--- config.mk ---
export PLATFORM = sky130hd
export DESIGN_NAME = amaxr_seq
export DESIGN_NICKNAME = d
export VERILOG_FILES = /design/src/axis_max_argmax_reduction_defines.svh /design/src/amaxr_pkg.sv /design/src/amaxr_seq.sv
export SDC_FILE = /design/constraint.sdc
export NUM_CORES = 1
export LEC_CHECK = 0
export BUFFER_PORTS_ARGS = -buffer_cell sky130_fd_sc_hd__buf_2
export CAP_MARGIN = 25
export CELL_PAD_IN_SITES_DETAIL_PLACEMENT = 0
export CELL_PAD_IN_SITES_GLOBAL_PLACEMENT = 1
export CORE_MARGIN = 3
export CORE_UTILIZATION = 40
export CTS_CLUSTER_SIZE = 14
export DETAILED_ROUTE_END_ITERATION = 10
export GPL_ROUTABILITY_DRIVEN = 1
export GPL_TIMING_DRIVEN = 0
export PLACE_DENSITY = 0.79
export SLEW_MARGIN = 5
export SYNTH_ARGS = -nofsm -noshare
export SYNTH_HDL_FRONTEND = slang
export SYNTH_SLANG_ARGS = --single-unit
--- constraint.sdc ---
create_clock -name clk -period 1.9 [get_ports clk]
set_input_delay 0 -clock clk [delete_from_list [all_inputs] [get_ports clk]]
set_output_delay 0 -clock clk [all_outputs]
set_load 0.02 [all_outputs]
--- src/axis_max_argmax_reduction_defines.svh ---
// Assertion helpers for the max/argmax reduction.
`ifndef AXIS_MAX_ARGMAX_REDUCTION_DEFINES_SVH
`define AXIS_MAX_ARGMAX_REDUCTION_DEFINES_SVH

// same-cycle implication
`define AMAXR_ASSERT_NOW(label, clk, rst_n, ante, cons, msg) \
	label: assert property (@(posedge clk) disable iff (!rst_n) (ante) |-> (cons)) \
		else $error(msg);

// next-cycle implication
`define AMAXR_ASSERT_NEXT(label, clk, rst_n, ante, cons, msg) \
	label: assert property (@(posedge clk) disable iff (!rst_n) (ante) |=> (cons)) \
		else $error(msg);

`endif

--- src/amaxr_pkg.sv ---
package amaxr_pkg;

	localparam int VALUE_W     = 32;
	localparam int INDEX_W     = 12;
	localparam int CFG_IDX_W   = 2;
	localparam int CFG_DATA_W  = 13;
	localparam int REDUCE_CFG_W = 13;
	localparam int INNER_CFG_W  = 11;

	localparam logic [CFG_IDX_W-1:0] REG_REDUCE_COUNT = 2'd0;
	localparam logic [CFG_IDX_W-1:0] REG_INNER_COUNT  = 2'd1;

	typedef struct packed {
		logic [VALUE_W-1:0] value;
		logic [INDEX_W-1:0] pos;
	} entry_t;

	typedef struct packed {
		logic first_row;
		logic last_row;
		logic last_col;
	} flags_t;

endpackage

--- src/amaxr_seq.sv ---
module amaxr_seq #(
	parameter int REDUCE_MAX = 4096,
	parameter int INNER_MAX  = 1024,
	localparam int RIW = (REDUCE_MAX > 1) ? $clog2(REDUCE_MAX) : 1,
	localparam int CIW = (INNER_MAX > 1) ? $clog2(INNER_MAX) : 1
) (
	input  logic                                clk,
	input  logic                                arst_n,
	input  logic                                cfg_we,
	input  logic [amaxr_pkg::CFG_IDX_W-1:0]     cfg_index,
	input  logic [amaxr_pkg::CFG_DATA_W-1:0]    cfg_data,
	input  logic                                advance,
	output logic [RIW-1:0]                      row,
	output logic [CIW-1:0]                      col,
	output logic [RIW-1:0]                      rows_last,
	output logic [CIW-1:0]                      cols_last,
	output amaxr_pkg::flags_t                   flags
);

	logic [RIW-1:0] row_q;
	logic [CIW-1:0] col_q;
	logic [RIW-1:0] rows_last_q;
	logic [CIW-1:0] cols_last_q;
	logic [amaxr_pkg::REDUCE_CFG_W-1:0] reduce_req;
	logic [amaxr_pkg::INNER_CFG_W-1:0]  inner_req;
	logic [RIW-1:0] rows_last_d;
	logic [CIW-1:0] cols_last_d;

	assign reduce_req = cfg_data[amaxr_pkg::REDUCE_CFG_W-1:0];
	assign inner_req  = cfg_data[amaxr_pkg::INNER_CFG_W-1:0];

	// zero acts as one, oversize clamps to the maximum
	always_comb begin
		if (reduce_req == '0) begin
			rows_last_d = '0;
		end else if (32'(reduce_req) > 32'(REDUCE_MAX)) begin
			rows_last_d = RIW'(REDUCE_MAX - 1);
		end else begin
			rows_last_d = RIW'(reduce_req - 1'b1);
		end
		if (inner_req == '0) begin
			cols_last_d = '0;
		end else if (32'(inner_req) > 32'(INNER_MAX)) begin
			cols_last_d = CIW'(INNER_MAX - 1);
		end else begin
			cols_last_d = CIW'(inner_req - 1'b1);
		end
	end

	assign flags.first_row = (row_q == '0);
	assign flags.last_row  = (row_q == rows_last_q);
	assign flags.last_col  = (col_q == cols_last_q);

	always_ff @(posedge clk or negedge arst_n) begin
		if (!arst_n) begin
			row_q       <= '0;
			col_q       <= '0;
			rows_last_q <= '0;
			cols_last_q <= '0;
		end else if (cfg_we && (cfg_index == amaxr_pkg::REG_REDUCE_COUNT ||
				cfg_index == amaxr_pkg::REG_INNER_COUNT)) begin
			row_q <= '0;
			col_q <= '0;
			if (cfg_index == amaxr_pkg::REG_REDUCE_COUNT) begin
				rows_last_q <= rows_last_d;
			end else begin
				cols_last_q <= cols_last_d;
			end
		end else if (advance) begin
			if (flags.last_col) begin
				col_q <= '0;
				row_q <= flags.last_row ? '0 : row_q + 1'b1;
			end else begin
				col_q <= col_q + 1'b1;
			end
		end
	end

	assign row       = row_q;
	assign col       = col_q;
	assign rows_last = rows_last_q;
	assign cols_last = cols_last_q;

endmodule

==> run summary, run 1 <==
The post-synthesis instance total is 284. The first global-routing pass estimated 11.1 mm of wire. STA puts the critical path data arrival time at 2090 ps. For this run, design rule violations remaining after detail routing come to 0. The region available for standard cell placement spans 0.00639 mm². The min-delay analysis places its worst path in the category primary input to flip-flop.

The kind of critical path was flip-flop to flip-flop. In this run, distinct cell masters in the synthesized netlist total 38. The largest net degree at the start of global routing is 45.

The final reports fail on negative setup slack. Most area-hungry cell type in the Yosys netlist: sky130_fd_sc_hd__dfrtp_1. The tools report the launch point of the critical path as col[2]. Buffers plus inverters on the worst setup path: 2. The synthesized netlist devotes 23.3% of its cell area to simple gates. The clock-pin slew on the worst setup and hold paths is 80 ps, and the area enclosed by the die boundary is 0.00763 mm².

Clock latency on the worst-skew pair, taken at its later pin, is 290 ps. The critical hold path startpoint was cfg_data[12]. The mapped cell area is 0.00265 mm², and the async set-or-reset flop fraction in the synthesized netlist is 100%.

For this run, the slowest stage of the critical path takes 460 ps. The number of violations reported at the end of detailed-routing iteration 0 came out at 141. The initial antenna violation count was 0.

For the number of violations of the max-capacitance limit, the log shows 0. Setup violations remaining at the end of the flow were counted as 6. The via count of the first global-routing pass is 2205, and the number of clock sinks is 44.

The number of enable-type register cells in the synthesized netlist works out to 0. The x dimension of the die was 87.4 µm; the compound-gate portion of the synthesized area was 12.7%. The most used standard cell by instance count after synthesis is sky130_fd_sc_hd__dfrtp_1. The most prevalent standard cell on the critical path was sky130_fd_sc_hd__nor4_2.

After detailed placement, the total cell area comes to 0.00307 mm². The gate family responsible for the most delay along the worst path was simple AND/OR/NAND/NOR gates. In this run the critical register-to-register path is launched from col[2].

The biggest fanout along the worst timing path works out to 6. Dividing the final minimum period by the clock period gives 102%. The height of the die came out at 87.4 µm. The slowest stage cell on the critical path was sky130_fd_sc_hd__dfrtp_2. The logs give 41.5% for the initial core utilization and 517 MHz for the highest achievable clock rate. Synthesis produced a netlist with a net count of 307.

Setup repair after global routing could not meet its margin everywhere. Summing all non-filler instances in the final layout gives an area of 0.00336 mm². STA puts the critical path data required time at 2060 ps. Endpoint type of the worst setup path: a flip-flop. The pin slew with the least headroom to its limit came out at 564 ps. Synthesis inferred 44 register bits. The global-route total usage across every layer was 18.7%. The tools report the number of buffers created by CTS as 5. The repair_antennas step left the layout with diodes totalling 0.

After synthesis, the largest family of logic cells by area is simple AND/OR/NAND/NOR gates. For the routed wire length, the log shows 7.03 mm. After detailed routing, the average wire length per cell comes to 15.9 µm.

The run finished, with violations left. Detailed placement ended at an HPWL of 5.18 mm. Per-cell via count in the routed design: 5.43.

Walking the worst path, the cells encountered are xor2_1 -> nor4_2 -> buf_4 -> and4_4 -> buf_12 -> mux2i_2 -> nor4_2. Final layout net count: 389. The tools report the master cell of the clock root buffer as sky130_fd_sc_hd__clkbuf_8.

The most used flip-flop cell after synthesis is sky130_fd_sc_hd__dfrtp_1. In this run the biggest area consumer among cell types represents 41.6% of the synthesized area. The number of cells on the worst reg-to-reg path works out to 7. Before CTS, the worst setup slack after placement is -349 ps.

Measured on the finished design, the core utilization comes to 52.6%. The clock tree skew after final layout was 5.18 ps; the proportion of synthesized chip area in sequential cells was 41.6%. Following the worst setup path forward leads to its endpoint at row[6]. The post-synthesis xor/xnor area fraction was 11.9%; the area growth from synthesis to layout was 27.0%. The worst setup path is launched from a flip-flop. TritonCTS built the clock tree. The run gives 2 as the maximum root-to-sink buffer count. The number of slew-limit violations in the final report was 0. Final worst setup slack: -33.9 ps.

Total number of cells along the worst setup path: 7. The total overflow left after global routing is 0. The congestion estimate from routability-driven global placement came to 0.824. The detail route stage leaves a number of antenna-violating nets equal to 0.

The H-tree generated during clock tree synthesis spans 2 levels. The worst register-to-register path has a setup slack of -30 ps. In this run the tool buffered the top-level ports with 65 buffer cells. Subtracting the final worst setup slack from the clock period gives 1930 ps. For this design the top-level I/O count stands at 66.

By count the netlist is led by sky130_fd_sc_hd__dfrtp_1, sky130_fd_sc_hd__nand2_1, sky130_fd_sc_hd__xor2_1. During synthesis, Yosys emitted a total of 0 warnings. The logs give 4 for the count of TritonRoute iterations in the first routing pass and 1.58 nW for the leakage power summed over all cells.

The via count was 2407. The floorplan has 29 rows. The endpoint identified for the worst register-to-register timing path is row[6].

After synthesis, the share of cell area in mux cells is 3.78%. Cells with a size suffix above 1 make up 30.3% of the layout. Ranked by total cell area, the synthesized netlist is headed by sky130_fd_sc_hd__dfrtp_1, sky130_fd_sc_hd__xor2_1, sky130_fd_sc_hd__a22o_1, sky130_fd_sc_hd__nand2_1, sky130_fd_sc_hd__mux2i_1. Headroom to the max-slew limit came out at 62.4%.

The tools report the maximum VDD drop as 275 µV. The instance count after placement with tap cells included is 426, and the adder and majority cell fraction of the synthesized area is 1.89%. Final count of hold timing violations: 0.

The run gives 443 as the post-route non-filler standard cell count. The total power density per cell area was 676 mW/mm²; the mean instance size in the synthesized netlist was 9.32 µm².
## flip-flops by register name, indices dropped and copies added (netlist names)
signal     cells
row           12
rows_last     12
col           10
cols_last     10
## final cells by class
type                       instances  area, µm²
clock inverter                     1       5.00
inverter                           9       33.8
buffer                            13       77.6
multi-input combinational        214       1500
sequential                        44       1100
clock buffer                       6       72.6
timing repair buffer              79        477
tap                               77       96.3
fill                             605       3020
## placed cells by master (no fill, tap or decap), types with 2 or more instances in the layout
cell type                   n
sky130_fd_sc_hd__nor4_2     5
sky130_fd_sc_hd__o21ai_0   10
sky130_fd_sc_hd__a21oi_1    7
sky130_fd_sc_hd__a31oi_1    7
sky130_fd_sc_hd__ha_1       4
sky130_fd_sc_hd__and3_1     7
sky130_fd_sc_hd__nand4_1    5
sky130_fd_sc_hd__xor2_1    27
sky130_fd_sc_hd__nand3b_1   2
sky130_fd_sc_hd__buf_2     68
sky130_fd_sc_hd__buf_6      4
sky130_fd_sc_hd__clkbuf_8   5
sky130_fd_sc_hd__inv_1      8
sky130_fd_sc_hd__nor3_1     8
sky130_fd_sc_hd__mux2i_1    9
sky130_fd_sc_hd__a22o_1    18
sky130_fd_sc_hd__dfrtp_1   41
sky130_fd_sc_hd__nor2_1    12
sky130_fd_sc_hd__nand2_1   38
sky130_fd_sc_hd__nor4_1    12
sky130_fd_sc_hd__buf_4      9
sky130_fd_sc_hd__clkbuf_1   8
sky130_fd_sc_hd__dfrtp_2    3
sky130_fd_sc_hd__xnor2_1    8
sky130_fd_sc_hd__buf_12     2
sky130_fd_sc_hd__nor3b_1    2
sky130_fd_sc_hd__nor2b_1    3
sky130_fd_sc_hd__nand3_1    9
sky130_fd_sc_hd__nand2b_1   3
## per-layer routing
layer  vias to the layer above  wire length [µm]  track usage [%]
met1                      1158              3190             24.9
met4                         0               107             6.00
met5                         -                 0                0
met2                        61              3440             30.3
li1                       1179                 -                -
met3                         9               298             4.07
## logic make-up (layout without fill, tap and decap cells)
group,count (synthesis),after routing
simple gates,115,115
compound gates,49,49
flops,44,44
xor+xnor,36,36
buf+inv,26,108
mux,10,10
fa+ha+maj,4,4
## where the power goes
part	switching (mW)	total, mW	internal, mW
registers	0.116	1.14	1.03
logic	0.334	0.571	0.237
clock network	0.307	0.557	0.250
total	0.756	2.27	1.52
## through the flow
stage                     hold slack, ps  setup TNS [ps]  power (mW)
final                               26.2            -128        2.27
after global routing                28.6            -892        2.40
after CTS                           23.5            -394        2.26
after detailed placement             228           -4440        1.69
after global placement               214           -3600        1.69
after floorplan                     -296               0        1.47
## timing repair
item	4_1_cts	5_1_grt
hold buffers	1	0
pin swaps	3	7
gates cloned	1	1
endpoints found under the hold margin	44	0
gates resized for setup	13	14
buffers inserted	4	6
endpoints found under the setup margin	18	20
## tightest hold or removal path, cell delays in order
cell	delay, ps
sky130_fd_sc_hd__buf_2	110
sky130_fd_sc_hd__nor2_1	90
sky130_fd_sc_hd__a22oi_1	70
## how the worst min path moves through the flow
| stage | slack (ps) | cells after the start | end |
|---|---|---|---|
| CTS | 20 | 3 | rows_last[10] |
| global route | 30 | 3 | col[0] |
| detailed placement | 230 | 1 | row[2] |
| floorplan | -300 | 0 | col[0] |
| global placement | 210 | 1 | col[4] |
| finish | 30 | 3 | rows_last[10] |
Note: power is estimated with default switching activity, not from simulation.
==> run 2: changes to the inputs <==
- MAX_ROUTING_LAYER: unset -> met4
==> run summary, run 2 (synthesized netlist as in run 1, its figures left out) <==
Clock latency on the worst-skew pair, taken at its later pin, is 300 ps. Setup repair after global routing could not meet its margin everywhere. The height of the die was 87.4 µm; the register-to-register setup slack was -30 ps. The fraction of layout cells with a size suffix above 1 was 30.3%. The flow ran to the end, but the final reports show violations. In this run the deepest clock path goes through 2 buffers.

IR analysis of the VDD net gives a maximum drop of 275 µV. The number of violations reported at the end of detailed-routing iteration 0 was 110. The fraction of power spent switching nets works out to 33.3%. For the count of TritonRoute iterations in the first routing pass, the log shows 4. The floorplan step defined a core boundary enclosing 0.00639 mm². The congestion estimate from routability-driven global placement came to 0.836. In this design, the stage delay of the slowest critical-path cell is 460 ps. The initial core utilization is 41.5%.

The kind of critical path was flip-flop to flip-flop. The library cell used most frequently in the layout, excluding fill and tap cells, is sky130_fd_sc_hd__buf_2. After layout, the worst path uses 102% of the clock period. STA puts the critical path data required time at 2060 ps. The master cell of the clock root buffer was sky130_fd_sc_hd__clkbuf_8. The via count is 2396. The share of total power in the clock network was 24.6%; the clock-pin slew on the worst setup and hold paths was 80 ps.

The final layout contains routed wiring with a total length of 7.02 mm. The run gives 1.58 nW as the leakage power summed over all cells. The number of antenna diodes in the final layout is 0.

Sequential cells account for 50.3% of the total power. The run gives 5.18 mm as the post-DP HPWL. Along the worst hold path, the cell count comes to 3.

The classification of the worst-slack hold path was primary input to flip-flop. The worst setup path is captured at a flip-flop. Setup violations remaining at the end of the flow were counted as 6. The final count of hold timing violations came out at 0. In the final routed layout, each cell accounts on average for 15.9 µm. The detail route stage leaves a number of antenna-violating nets equal to 0. The minimum hold slack is 24.9 ps, and the number of clock sinks is 44. The number of buffers created by CTS is 5, and the site row count is 29.

The logs give 0 for the initial antenna violation count and 0 for the total global routing overflow. Measured on the finished design, the core utilization comes to 52.6%. Measured in cells, the most critical reg-to-reg path has a length of 7. Among the stages of the critical path, the cell type that occurs most often is sky130_fd_sc_hd__nor4_2.

The filler cell count was 605. TritonCTS built the clock tree. The run gives 0 as the number of violations of the max-capacitance limit.

Wire length of the first global-routing pass: 11.1 mm. For the pin with the worst max-slew slack, the measured transition is 557 ps. Number of slew-limit violations in the final report: 0.

For the total I/O pin count, the log shows 66. The tools report the final worst setup slack as -31.4 ps. The signal on the critical path passes through xor2_1 -> nor4_2 -> buf_4 -> and4_4 -> buf_12 -> mux2i_2 -> nor4_2. After detailed routing, the number of remaining DRC violations is 0.

STA puts the critical path data arrival time at 2090 ps. The die covers 0.00763 mm². Post-route minimum period: 1930 ps.

The analysis attributes to net switching a power of 758 µW. The clock arrives with 5.94 ps of skew. In this run the number of H-tree levels came out at 2. The largest individual stage delay along the critical path comes from the cell sky130_fd_sc_hd__dfrtp_2. The overall power after layout was 2.27 mW. The final layout net count was 389. In the routed layout, each cell is associated on average with a via count of 5.41. Along the worst path, the maximum fanout reaches 6. Global routing used 19.3% of the available tracks. The x dimension of the die was 87.4 µm; the count of buffers inserted at the top-level ports was 65. The area growth from synthesis to layout is 27.0%, and the final total negative setup slack is -95.5 ps.

The tools report the largest net degree at the start of global routing as 45. The final reports fail on negative setup slack. The highest achievable clock rate came out at 518 MHz. At the placement stage, the worst setup path has a slack of -349 ps.

The total power density per cell area is 676 mW/mm². The share of total power dissipated in combinational logic is 25.1%. Relative slew slack: 62.9%. Cell internal power was estimated by the tool at 1.52 mW. In the layout the commonest cells are sky130_fd_sc_hd__buf_2, sky130_fd_sc_hd__dfrtp_1, sky130_fd_sc_hd__nand2_1. The via count of the first global-routing pass was 2210.

The type of element launching the critical path is a flip-flop.
[run 2: per-stage QoR]
step	instance area, µm²	cells
2_1_floorplan	2650	284
3_3_place_gp	3070	426
3_5_place_dp	3070	426
4_1_cts	3230	439
5_1_grt	3360	443
6_report	3360	443
[run 2: worst max-delay path, delay by kind of cell (launching register included)]
kind | cells | cell delay (ps)
DFF | 1 | 460
muxes | 1 | 220
and+or+nand+nor | 3 | 630
xor gates and xnor gates | 1 | 180
buffers and inverters | 2 | 310
[run 2: layer usage]
layer  GRT usage [%]  wire [µm]  vias to the layer above
met3            4.07        317                        9
met5               -          0                        -
met1            24.9       3150                     1144
met2            30.3       3450                       64
li1                -          -                     1179
met4            6.00        107                        0
[run 2: final timing paths]
check | to | from
worst max-delay path | row[6] | col[2]
worst min-delay path | rows_last[10] | cfg_data[12]
worst max register to register | row[6] | col[2]
worst min register to register | rows_last[6] | rows_last[6]
max in group asynchronous | col[7] | arst_n
min in group asynchronous | col[4] | arst_n
[run 2: power groups by stage]
stage / Clock (mW) / Combinational [mW] / Sequential [mW]
2_1_floorplan: 0 / 0.219 / 1.25
3_3_place_gp: 0 / 0.524 / 1.16
3_5_place_dp: 0 / 0.531 / 1.16
4_1_cts: 0.569 / 0.549 / 1.14
5_1_grt: 0.613 / 0.622 / 1.16
6_report: 0.559 / 0.571 / 1.14
[run 2: layout make-up]
class	instances	area, µm²	area share (%)
Sequential cell	44	1100	32.9
Timing Repair Buffer	79	477	14.2
Inverter	9	33.8	1.00
Multi-Input combinational cell	214	1500	44.5
Buffer	13	77.6	2.31
Clock inverter	1	5.00	0.149
Clock buffer	6	72.6	2.16
Tap cell	77	96.3	2.87
[run 2: repair_timing]
item                                    4_1_cts  5_1_grt
cloned                                        1        1
hold buffers                                  1        0
setup buffers                                 4        6
endpoints found under the setup margin       18       20
hold endpoints to repair                     44        0
pin swaps                                     3        7
gates resized for setup                      13       14
